`src/rvu_div.sv`:
```
`timescale 1ns / 1ps
// Restoring divider, one quotient bit per stage.
module rvu_div #(
    parameter int DN = 31,
    parameter int DW = 16
) (
    input  logic          i_clk,
    input  logic [DN-1:0] i_dividend,
    input  logic [DW-1:0] i_divisor,
    output logic [DN-1:0] o_quotient
);

    logic [DW-1:0] r_rem [0:DN-1];
    logic [DW-1:0] r_den [0:DN-1];
    logic [DN-1:0] r_quo [0:DN-1];
    logic [DN-1:0] r_dvd [0:DN-1];

    genvar k;
    generate
        for (k = 0; k < DN; k++) begin : g_stage
            logic [DW-1:0] rem_prev;
            logic [DW-1:0] den_prev;
            logic [DN-1:0] quo_prev;
            logic [DN-1:0] dvd_prev;
            logic [DW:0]   rem_in;
            logic [DW:0]   rem_sub;

            if (k == 0) begin : g_first
                assign rem_prev = '0;
                assign den_prev = i_divisor;
                assign quo_prev = '0;
                assign dvd_prev = i_dividend;
            end else begin : g_next
                assign rem_prev = r_rem[k-1];
                assign den_prev = r_den[k-1];
                assign quo_prev = r_quo[k-1];
                assign dvd_prev = r_dvd[k-1];
            end

            // Bring down the next dividend bit and try the subtract
            assign rem_in  = {rem_prev, dvd_prev[DN-1]};
            assign rem_sub = rem_in - {1'b0, den_prev};

            always_ff @(posedge i_clk) begin
                if (rem_in >= {1'b0, den_prev}) begin
                    r_rem[k] <= rem_sub[DW-1:0];
                    r_quo[k] <= {quo_prev[DN-2:0], 1'b1};
                end else begin
                    r_rem[k] <= rem_in[DW-1:0];
                    r_quo[k] <= {quo_prev[DN-2:0], 1'b0};
                end
                r_dvd[k] <= {dvd_prev[DN-2:0], 1'b0};
                r_den[k] <= den_prev;
            end
        end
    endgenerate

    assign o_quotient = r_quo[DN-1];

endmodule

```
`config.mk`:
```
export PLATFORM = sky130hd
export DESIGN_NAME = rvu_div
export DESIGN_NICKNAME = d
export VERILOG_FILES = /design/src/rvu_div.sv
export SDC_FILE = /design/constraint.sdc
export NUM_CORES = 2
export LEC_CHECK = 0
export ABC_AREA = 0
export BUFFER_PORTS_ARGS = -buffer_cell sky130_fd_sc_hd__buf_2
export CORE_ASPECT_RATIO = 0.7
export CORE_MARGIN = 4
export CORE_UTILIZATION = 50
export CTS_CLUSTER_DIAMETER = 30
export DETAILED_ROUTE_END_ITERATION = 12
export PLACE_DENSITY = 0.66
export SYNTH_ARGS = -nofsm -noshare
export SYNTH_HDL_FRONTEND = slang
export SYNTH_SLANG_ARGS = --single-unit
```
`constraint.sdc`:
```
create_clock -name i_clk -period 4.2 [get_ports i_clk]
set_input_delay 0.63 -clock i_clk [delete_from_list [all_inputs] [get_ports i_clk]]
set_output_delay 0.63 -clock i_clk [all_outputs]
set_load 0.05 [all_outputs]
```
; ---- Yosys cells after proc, flatten, opt, wreduce, memory -nomap -nowiden
; Memory sizes are Yosys's and may differ from the RTL's.
; Index checks and enable logic that the tools add are counted.
[word_totals]
regBits = 0
mem_bits_rw = 2883
inputBits = 48
memories = 4
[mem_list]
columns = name, depth, word_bits, read_ports, rd_clocked_by_memory_dff, write_ports, line_no
row1 = r_quo, 31, 31, 31, 0, 31, 15  ; logic [DN-1:0] r_quo [0:DN-1];
row2 = r_dvd, 31, 30, 30, 0, 31, 16  ; logic [DN-1:0] r_dvd [0:DN-1];
row3 = r_den, 31, 16, 30, 0, 31, 14  ; logic [DW-1:0] r_den [0:DN-1];
row4 = r_rem, 31, 16, 30, 0, 31, 13  ; logic [DW-1:0] r_rem [0:DN-1];
[op_classes]
n_addsub = 31
order_cmp = 31
muxes = 155
bitwise_logic = 62
[ops]
columns = operator, n
row1 = two-way mux 31 bit, 31
row2 = greater-or-equal comparator 17 x 16 -> 1 bit, 30
row3 = two-way mux 16 bit, 31
row4 = subtractor 16 bit, 30
row5 = two-way mux 1 bit, 93
row6 = bitwise OR 1 bit, 62
row7 = greater-or-equal comparator 1 x 16 -> 1 bit, 1
row8 = subtractor 1 x 16 -> 16 bit, 1

; ---- Depth between registers and ports, before layout
; An unclocked memory read counts as a cell.
[depth]
depth_word = 5
mapped_depth = 13

; ---- Least setup slack after synthesis
; Ideal clock, no wire load.
[synth_timing]
path_type = reg2reg
startpoint = memory r_den[11][3] (netlist: r_den[0][179])
endpoint = memory r_rem[12][12] (netlist: r_rem[0][204])
arrival_ns = 2.903
t_required_ns = 4.079
path_slack_ns = 1.177
stages_incl_launch_ff = 11
path_buffers = 1
synth_period_minus_slack_ns = 3.023
cell_sequence = dfxtp_1 -> inv_1 -> ha_1 -> a21o_1 -> a221o_1 -> a41o_1 -> o31ai_4 -> a21oi_2 -> a2111oi_4 -> buf_6 -> mux2_2
[synth_lines]
columns = item, line_no
row1 = from (decl), 14
row2 = to (decl), 13

==> results.sh <==
export IMPL_cts_hold_buf=47
export IMPL_final_critical_path_setup_slack_ps=786
export IMPL_leakagePower_nw=35.7
export IMPL_clock_sinks=1921
export IMPL_drtIter0Drc=2803
export IMPL_clk_latency_ps=870
export IMPL_yosysWarningCount=0
export IMPL_reg2reg_setup_slack_ps=790
export IMPL_die_area_mm2=0.139
export IMPL_numCtsBuffers=279
export IMPL_p_seq_share_pct=37.0
export IMPL_root_buffer="clkbuf_16"
export IMPL_area_growth_pct=18.3
export IMPL_status="complete, no violations"
export IMPL_synth_top_area_cell="dfxtp_1"
export IMPL_grt_pass1_vias=41024
export IMPL_holdPathStages=0
export IMPL_clkPwrFrac_pct=35.6
export IMPL_cp_common_cell="a21oi_1"
export IMPL_placed_cell_area_mm2=0.0691
export IMPL_p_sw_share_pct=30.3
export IMPL_routedWlPerCell_um=15.0
export IMPL_grt_start_max_net_pins=32
export IMPL_hold_path_class="reg2reg"
export IMPL_finClkSkew_ps=54.2
export IMPL_nets=6908
export IMPL_startpoint_type="flip-flop"
export IMPL_synth_top_area_share_pct=57.8
export IMPL_finalPower_mw=62.3
export IMPL_synth_async_reset_ratio_pct=0
export IMPL_rows=111
export IMPL_nFillCells=10554
export IMPL_initial_core_util_pct=50.6
export IMPL_rsz0062_at_grt="no"
export IMPL_cts_setup_buffers=0
export IMPL_drt_wl_total_um=124000
export IMPL_fin_area_mm2=0.0787
export IMPL_final_max_slew_violation_count=0
export IMPL_regArea_mm2=0.0385
export IMPL_fin_crit_sh_pct=81.3
export IMPL_antenna_found_initial=3
export IMPL_synthesis_nets=6545
export IMPL_place_congestion=0.912
export IMPL_first_pass_iters=5
export IMPL_fin_tns_setup_ps=0
export IMPL_netlist_top_cells_count="1921 x dfxtp_1, 609 x inv_1, 482 x ha_1, 319 x a21oi_1, 308 x o21ai_0"
export IMPL_crit_path_max_incr_delay_ps=860
export IMPL_drive_gt1_share_pct=13.1
export IMPL_vdd_ir_drop_max_mv=0.532
export IMPL_die_height_um=313
export IMPL_drc=0
export IMPL_dpl_cell_count=7772
export IMPL_synth_most_common_cell="dfxtp_1"
export IMPL_fp_dieW_um=444
export IMPL_relSlewSlack_pct=16.5
export IMPL_setup_viol=0
export IMPL_synth_area_mm2=0.0666
export IMPL_r2r_cells=10
export IMPL_end_kind="flip-flop"
export IMPL_synth_edf_count=0
export IMPL_cp_required_ps=4930
export IMPL_instances_no_fill=8292
export IMPL_fin_util_pct=59.9
export IMPL_power_frac_comb_pct=27.3
export IMPL_hold_viol=0
export IMPL_powerDensity_mw_per_mm2=792
export IMPL_cts_buffer_depth=4
export IMPL_cap_violations=0
export IMPL_port_buffers=78
export IMPL_r2r_end="r_rem[1][200]"
export IMPL_yosys_top_cells_area="dfxtp_1 58%, ha_1 9.1%, mux2_2 4.2%"
export IMPL_power_switching_mw=18.9
export IMPL_critPathArrivalTime_ps=4150
export IMPL_p_int_mw=43.4
export IMPL_core_area_mm2=0.132
export IMPL_vias=41883
export IMPL_cp_slowest_cell="a41oi_2"
export IMPL_syn_avg_cell_area_um2=11.1
export IMPL_cts_resized=0
export IMPL_holdPathEnd="r_quo[1][3]"
export IMPL_grt_overflow=0
export IMPL_multi_input_area_mm2=0.0256
export IMPL_syn_inst=5986
export IMPL_dp_slack_ps=854
export IMPL_cts_tree="done"
export IMPL_synth_seq_cells=1921
export IMPL_cp_cell_sequence="inv_1, ha_1, a21o_1, a21oi_1, a21oi_1, o311a_1, o21ai_0, a21oi_1, a41oi_2, mux2_2"
export IMPL_fmax_mhz=293
export IMPL_viasPerCell=5.05
export IMPL_hp_start="r_quo[0][467]"
export IMPL_htreeDepth=5
export IMPL_grt_use_total_pct=17.9
export IMPL_post_route_min_period_ps=3410
export IMPL_hpwl_um=89900
export IMPL_ios=79
export IMPL_rr_startpoint="r_den[1][179]"
export IMPL_crit_type="reg2reg"
export IMPL_worst_pin_slew_ps=1220
export IMPL_clk_pin_slew_ps=60
export IMPL_yosysSeqAreaShare_pct=57.8
export IMPL_yosys_most_used_dff="dfxtp_1"
export IMPL_grt_pass1_wl_um=206000
export IMPL_antenna_left=0
export IMPL_worst_path_max_fanout=16
export IMPL_timing_hold_ws_ps=303
export IMPL_synth_cell_types=91
## cells in the final DEF, fill, tap and decap left out, types with 33 or more instances in the layout
cell type,n
o31ai_1,33
nand3_1,69
a211oi_1,38
nand2_1,294
o31a_1,33
nand2b_1,56
a31oi_1,46
xor2_1,114
xnor2_1,217
clkbuf_16,281
a21boi_0,38
and3_1,35
inv_1,609
o21ai_0,306
mux2_2,247
nor2b_1,74
buf_2,78
dfxtp_1,1921
a21o_1,113
nor3_1,75
ha_1,482
nand4_1,57
dlygate4sd3_1,47
o21a_1,78
mux2i_1,51
nor2_1,289
a21oi_1,318
## worst max path at each step
stage,startpoint,endpoint,slack (ps),cells past startpoint
after global placement,r_den[1][193],r_rem[1][210],910,10
after global routing,r_den[1][193],r_rem[1][220],390,10
after detailed placement,r_den[0][86],r_rem[0][103],850,10
final,r_den[1][179],r_rem[1][200],790,10
after CTS,r_den[0][86],r_rem[0][103],760,10
after floorplan,r_den[0][179],r_rem[0][204],1180,10
## worst max-delay path: cells and delay by family, from the launching register on
family	cells	cell delay (ps)
flops	1	330
buf+inv	1	50
fa+ha+maj	1	330
mux	1	420
compound gates	7	2140
## flip-flops by register name (all words and copies together) (netlist names)
register  cells
r_den       480
r_dvd       465
r_quo       496
r_rem       480
## power by group through the flow
| stage | sequential, mW | combinational [mW] | clock (mW) |
|---|---|---|---|
| CTS | 23.1 | 16.9 | 22.8 |
| global placement | 23.5 | 16.4 | 0 |
| detailed placement | 23.5 | 16.7 | 0 |
| floorplan | 23.1 | 13.3 | 0 |
| global route | 23.4 | 19.0 | 23.7 |
| finish | 23.1 | 17.0 | 22.2 |
## layout make-up
| type | instances | area share [%] |
|---|---|---|
| multi-input cells | 3389 | 32.6 |
| well taps | 1751 | 2.78 |
| diodes | 1 | 0.00318 |
| flip-flops and latches | 1921 | 48.8 |
| clock inverters | 150 | 2.19 |
| inverters | 610 | 2.91 |
| clock buffers | 322 | 9.39 |
| repair buffers | 148 | 1.31 |
## per-layer routing
layer  vias up  track usage, %  share of wire [%]
li1      21267               -                  -
met1     19407            25.8                 50
met2       974            26.6                 42
met3       235            4.27                6.3
met4         0            5.47                2.1
met5         -               0                  0
## cells by family after synthesis
kind of cell / count (synthesis) / synth area share [%]
xor+xnor: 331 / 4.35
fa+ha+maj: 511 / 9.93
buf+inv: 676 / 3.87
compound gates: 1182 / 11.4
flops: 1921 / 57.8
simple gates: 1061 / 7.61
mux: 304 / 5.05
Note: power is estimated with default switching activity, not from simulation.
