--- src/rvu_sqrt.sv ---
`timescale 1ns / 1ps
// Digit-by-digit integer square root, one root bit per stage.
module rvu_sqrt #(
    parameter int RB = 15
) (
    input  logic            i_clk,
    input  logic [2*RB-1:0] i_radicand,
    output logic [RB-1:0]   o_root
);

    logic [RB+1:0]   r_rem  [0:RB-1];
    logic [RB-1:0]   r_root [0:RB-1];
    logic [2*RB-1:0] r_rad  [0:RB-1];

    genvar k;
    generate
        for (k = 0; k < RB; k++) begin : g_stage
            logic [RB+1:0]   rem_prev;
            logic [RB-1:0]   root_prev;
            logic [2*RB-1:0] rad_prev;
            logic [RB+3:0]   rem_in;
            logic [RB+3:0]   trial;
            logic [RB+3:0]   rem_sub;

            if (k == 0) begin : g_first
                assign rem_prev  = '0;
                assign root_prev = '0;
                assign rad_prev  = i_radicand;
            end else begin : g_next
                assign rem_prev  = r_rem[k-1];
                assign root_prev = r_root[k-1];
                assign rad_prev  = r_rad[k-1];
            end

            // Bring down two radicand bits, try root*4+1
            assign rem_in  = {rem_prev, rad_prev[2*RB-1 -: 2]};
            assign trial   = (RB+4)'({root_prev, 2'b01});
            assign rem_sub = rem_in - trial;

            always_ff @(posedge i_clk) begin
                if (rem_in >= trial) begin
                    r_rem[k]  <= rem_sub[RB+1:0];
                    r_root[k] <= {root_prev[RB-2:0], 1'b1};
                end else begin
                    r_rem[k]  <= rem_in[RB+1:0];
                    r_root[k] <= {root_prev[RB-2:0], 1'b0};
                end
                r_rad[k] <= {rad_prev[2*RB-3:0], 2'b00};
            end
        end
    endgenerate

    assign o_root = r_root[RB-1];

endmodule

--- config.mk ---
export PLATFORM = sky130hd
export DESIGN_NAME = rvu_sqrt
export DESIGN_NICKNAME = d
export VERILOG_FILES = /design/src/rvu_sqrt.sv
export SDC_FILE = /design/constraint.sdc
export NUM_CORES = 1
export LEC_CHECK = 0
export ABC_AREA = 1
export ABC_CLOCK_PERIOD_IN_PS = 2600
export BUFFER_PORTS_ARGS = -buffer_cell sky130_fd_sc_hd__clkbuf_2
export CELL_PAD_IN_SITES_DETAIL_PLACEMENT = 0
export CELL_PAD_IN_SITES_GLOBAL_PLACEMENT = 1
export CORE_MARGIN = 2
export CORE_UTILIZATION = 50
export CTS_CLUSTER_SIZE = 28
export DETAILED_ROUTE_END_ITERATION = 10
export GPL_TIMING_DRIVEN = 0
export PLACE_DENSITY_LB_ADDON = 0.1
export SYNTH_ARGS = -nofsm -noshare
export SYNTH_HDL_FRONTEND = slang
export SYNTH_SLANG_ARGS = --single-unit
export TNS_END_PERCENT = 10
--- constraint.sdc ---
create_clock -name i_clk -period 2.6 [get_ports i_clk]
set_clock_uncertainty 0.1 [all_clocks]
set_input_delay 0.26 -clock i_clk [delete_from_list [all_inputs] [get_ports i_clk]]
set_output_delay 0.26 -clock i_clk [all_outputs]
set_load 0.03 [all_outputs]
; Word-level counts from Yosys, hierarchy flattened
; Memory sizes are Yosys's and may differ from the RTL's.
; Index checks and enable logic that the tools add are counted.
[word_totals]
memories = 3
in_bits = 31
output_inout_bits = 15
ram_bits = 900
ff_bits = 0
word_cells = 138
[memory_table]
columns = memory, depth, word_bits, read_ports, rd_ports_with_merged_regs, wr, line_no
row1 = r_rad, 15, 28, 14, 0, 15, 13  ; logic [2*RB-1:0] r_rad [0:RB-1];
row2 = r_rem, 15, 17, 14, 0, 15, 11  ; logic [RB+1:0] r_rem [0:RB-1];
row3 = r_root, 15, 15, 15, 0, 15, 12  ; logic [RB-1:0] r_root [0:RB-1];
[classes]
bitwise_logic = 30
addsub = 15
n_mux = 75
order_cmp = 15
[op_table]
columns = operator, n
row1 = $ge A19 B17 Y1, 14
row2 = $mux W17, 15
row3 = $sub A17 B17 Y17, 14
row4 = $mux W15, 15
row5 = $mux W1, 45
row6 = $or A1 B1 Y1, 30
row7 = $sub A2 B1 Y3 const B, 1
row8 = $ge A2 B1 Y1 const B, 1

; Longest topological paths before layout
; An unclocked memory read counts as a cell.
[depth]
depth_word = 5
mapped_depth = 14
ltp_nobuf = 14

; Worst setup path after synthesis
; No wires, ideal clock.
[synth_path]
path_type = register to register
startpoint = mem r_root[2][2] (netlist: r_root[0][32])
endpoint = mem r_rem[0][53] (netlist name)
arrival_time_ps = 1569
period_less_slack_ps = 1791
n_path_buf = 1
setup_ps = 122
stages_incl_launch_ff = 10
required_ps = 2378
setup_slack_ps = 809
cell_sequence = dfxtp_1 -> inv_1 -> ha_1 -> inv_1 -> o21ai_2 -> nor2_1 -> nand3b_1 -> nor2_2 -> buf_6 -> o21ai_0
[synth_rtl]
columns = item, line_no
row1 = "start, declared", 12
row2 = "end, declared", 11

==> PnR_summary.wiki <==
{| class="wikitable"
! Metric !! Value
|-
| Number of fillers in the final layout || ~4,400
|-
| Via count of the first global-routing pass || approximately 18,000
|-
| Maximum fanout along the worst path || 4
|-
| Power density of the placed cells || ~1000 mW/mm^2
|-
| Routed length per instance || 13.6 um
|-
| Post-synthesis register bit count || between 500 and 600
|-
| Last weighted congestion value of the routability-driven placer || roughly 0.9
|-
| Critical Path End Type || flip-flop
|-
| CTS Buf Count || 57
|-
| Drt first-iter violations || around 1,000
|-
| Clock tree from TritonCTS || done
|-
| Setup TNS Final || 0 ns
|-
| Final count of hold timing violations || 0
|-
| Horizontal die dimension || around 220 um
|-
| Crit Path Class || flip-flop to flip-flop
|-
| Critical path cell sequence || inv_1 -> ha_1 -> nand2_1 -> inv_1 -> nand2_1 -> o21ai_0 -> nand2_1 -> nand2_1 -> nand2_1 -> a21oi_1
|-
| First element of the critical path || r_root[1][5]$_DFF_P_
|-
| Max-slew violation count || 0
|-
| Share of cells above drive strength 1 || 0.0747
|-
| Stages on worst setup path || 10
|-
| Synth unique cells || 48
|-
| EDFF count, synth || 0
|-
| Required time of the critical path || around 3.0 ns
|-
| CORE AREA || around 0.046 mm^2
|-
| Worst relative slew slack || 0.500
|-
| Endpoint of the most critical register-to-register path || r_rem[1][29]$_DFF_P_
|-
| Global-route wire length before repair || ~86 mm
|-
| Finished layout cell area || ~0.027 mm^2
|-
| Count of buffering cells on the critical path with inverters included || 2
|-
| Worst Min Path Start || i_radicand[11]
|-
| Max capacitance violation total || 0
|-
| Final critical delay including setup and external delays || approximately 2.3 ns
|-
| Clock tree buffer depth || 3
|-
| Yosys Warn Count || 0
|-
| Share of async-settable or async-resettable flops after synthesis || 0
|-
| Top cell type's share of synthesized area || 0.470
|-
| Clock-pin slew reported for the worst setup and hold paths after clock tree synthesis || 0.07 ns
|-
| Height of the die || 221 um
|-
| Cell occurring most often along the worst timing path || sky130_fd_sc_hd__nand2_1
|-
| Leading cell types in the layout, fill and taps excluded || sky130_fd_sc_hd__nand2_1, sky130_fd_sc_hd__inv_1, sky130_fd_sc_hd__dfxtp_1
|-
| Area of combinational cells with multiple inputs || between 0.01 and 0.015 mm^2
|-
| CTS H-tree depth || 2
|-
| Master cell of the clock root buffer || sky130_fd_sc_hd__clkbuf_16
|-
| Maximum number of pins on one net before global-route repair || 17
|-
| Placed inst area || ~0.024 mm^2
|-
| Seq/Total Area, Yosys || 0.470
|-
| Antenna cells || 0
|-
| Synthesized instance count || about 3,000
|-
| Final setup vio count || 0
|-
| Fin crit share || 0.869
|-
| Post-detailed-placement half-perimeter wirelength || slightly above 40 mm
|-
| Register-to-register path setup slack || between 0.3 and 0.4 ns
|-
| Net total in the final layout || ~3,400
|-
| Largest stage delay on the critical path || about 0.45 ns
|-
| Starting density of the core || 0.505
|-
| Arr. time, crit path || approximately 2.7 ns
|-
| Capturing instance or port of the critical path || r_rem[1][29]$_DFF_P_
|-
| Category of the worst setup path launch point || flip-flop
|-
| Synthesized area per cell || 7.59 um^2
|-
| Min-delay worst type || input port to flip-flop
|-
| Via count || roughly 18,000
|-
| Leading post-synthesis cells by cell area || sky130_fd_sc_hd__dfxtp_1, sky130_fd_sc_hd__nand2_1, sky130_fd_sc_hd__inv_1, sky130_fd_sc_hd__ha_1, sky130_fd_sc_hd__nand3_1
|-
| Status || finished, final reports clean
|-
| Resized cells post-CTS || 0
|-
| Core Rows || 79
|-
| Most common cell after layout, fill and taps aside || sky130_fd_sc_hd__nand2_1
|-
| TritonRoute pass-1 iters || 5
|-
| Number of antenna violations at the first check in global routing || 0
|-
| Mapped Nets || 3,253
|-
| Achievable Freq || around 440 MHz
|-
| Final antenna-violating net count || 0
|-
| Grt total ovfl || 0
|-
| Area enclosed by the die boundary || 0.0486 mm^2
|-
| Unrepaired setup endpoints after global routing || false
|-
| Gate family responsible for the most delay along the worst path || compound AO/OA/AOI/OAI gates
|-
| Final routed wirelength across all metal layers || between 50 and 60 mm
|-
| Skew-Pair Late Insertion Delay || ~0.61 ns
|-
| Reg-to-reg critical path startpoint || r_root[1][5]$_DFF_P_
|-
| Static leakage || between 10 and 15 nW
|-
| Depth of the most critical reg-to-reg path || 10
|-
| Top FF cell, synth || sky130_fd_sc_hd__dfxtp_1
|-
| Via count normalized by instance count || between 4 and 5
|-
| GRT Overall Usage || 0.222
|-
| DRC errors left || 0
|-
| Top-Level Pins || 46
|-
| FF/Latch Area || roughly 0.011 mm^2
|-
| Number of clock sinks || between 500 and 600
|-
| Maximum resistive drop on vdd || just over 0.0008 V
|-
| Area grow syn2layout || 14.1%
|-
| Most area-hungry cell type in the Yosys netlist || sky130_fd_sc_hd__dfxtp_1
|-
| Count of buffers from port buffering || 45
|-
| Measured slew at the worst slew-check pin || about 0.74 ns
|-
| Standard cell with the maximum stage delay on the critical path || sky130_fd_sc_hd__o21ai_0
|-
| Netlist area before placement || about 0.023 mm^2
|}
-- synthesized netlist by cell type, drive strengths merged (2+ instances only) --
| cell | number |
|---|---|
| or2 | 10 |
| o21ai | 83 |
| nand3b | 20 |
| dfxtp | 550 |
| o21bai | 6 |
| inv | 564 |
| nor3 | 28 |
| nand2 | 990 |
| nand4 | 87 |
| nand3 | 159 |
| nor2 | 211 |
| o21a | 4 |
| a211oi | 2 |
| xor2 | 58 |
| o211ai | 3 |
| and2 | 6 |
| clkbuf | 4 |
| xnor2 | 23 |
| nor4 | 2 |
| ha | 135 |
| a21oi | 109 |
| buf | 26 |
| nor3b | 2 |
-- worst min-delay path by stage --
stage	end	cells after the start
after floorplan	r_rad[0][0]$_DFF_P_	0
after global placement	r_rad[0][158]$_DFF_P_	0
after detailed placement	r_rad[0][128]$_DFF_P_	0
after CTS	r_rad[0][1]$_DFF_P_	2
after global routing	r_rad[0][14]$_DFF_P_	2
final	r_rad[0][11]$_DFF_P_	2
-- metrics by stage --
step / worst slack [ns] / total power [W] / utilization / cells / hold WS (ns)
after floorplan: 0.809 / 0.0165 / - / 3087 / 0.188
after global placement: 0.384 / 0.0185 / 0.526 / 3739 / 0.209
after detailed placement: 0.341 / 0.0186 / 0.526 / 3739 / 0.212
after CTS: 0.329 / 0.0272 / 0.576 / 3874 / 0.146
after global routing: 0.171 / 0.0288 / 0.576 / 3874 / 0.160
final: 0.340 / 0.0269 / 0.576 / 3874 / 0.193
-- flip-flops by register name (all words and copies together) (netlist names) --
register and flops:
r_root 120, r_rem 220, r_rad 210
-- worst register-to-register path: stages, from the launching register on --
cell and delay (ns):
sky130_fd_sc_hd__dfxtp_1 0.41, sky130_fd_sc_hd__inv_1 0.07, sky130_fd_sc_hd__ha_1 0.35, sky130_fd_sc_hd__nand2_1 0.09, sky130_fd_sc_hd__inv_1 0.10, sky130_fd_sc_hd__nand2_1 0.05, sky130_fd_sc_hd__o21ai_0 0.45, sky130_fd_sc_hd__nand2_1 0.15
sky130_fd_sc_hd__nand2_1 0.09, sky130_fd_sc_hd__nand2_1 0.04, sky130_fd_sc_hd__a21oi_1 0.26
-- per-layer routing --
| metal | vias to the layer above | global-route usage | part of all wire |
|---|---|---|---|
| li1 | 9791 | - | - |
| met1 | 8162 | 0.276 | 0.45 |
| met2 | 289 | 0.398 | 0.49 |
| met3 | 82 | 0.0371 | 0.039 |
| met4 | 0 | 0.0618 | 0.023 |
| met5 | - | 0 | 0 |
-- power by group --
group	internal (W)	switching (W)
Sequential	0.0100	0.00111
Combinational	0.00257	0.00465
Clock	0.00511	0.00340
-- kinds of logic after synthesis --
kind of cell,Yosys count,synth area share
AOI/OAI and AO/OA,209,0.0489
other,1,0.000160
adders and majority gates,135,0.0720
DFF,550,0.470
buffers and inverters,595,0.101
and+or+nand+nor,1516,0.278
xor gates and xnor gates,81,0.0303
-- final cells by class --
type                            instances  area share
Inverter                              565      0.0793
Clock buffer                           74      0.0587
Clock inverter                         30      0.0168
Sequential cell                       550       0.411
Buffer                                 30     0.00921
Multi-Input combinational cell       1942       0.376
Tap cell                              607      0.0284
Timing Repair Buffer                   76      0.0200
-- timing repair --
item,in CTS,in global routing
hold buffers,31,0
buffers inserted,0,0
hold endpoints to repair,31,0
No activity file was read; power rests on OpenSTA's default activity.
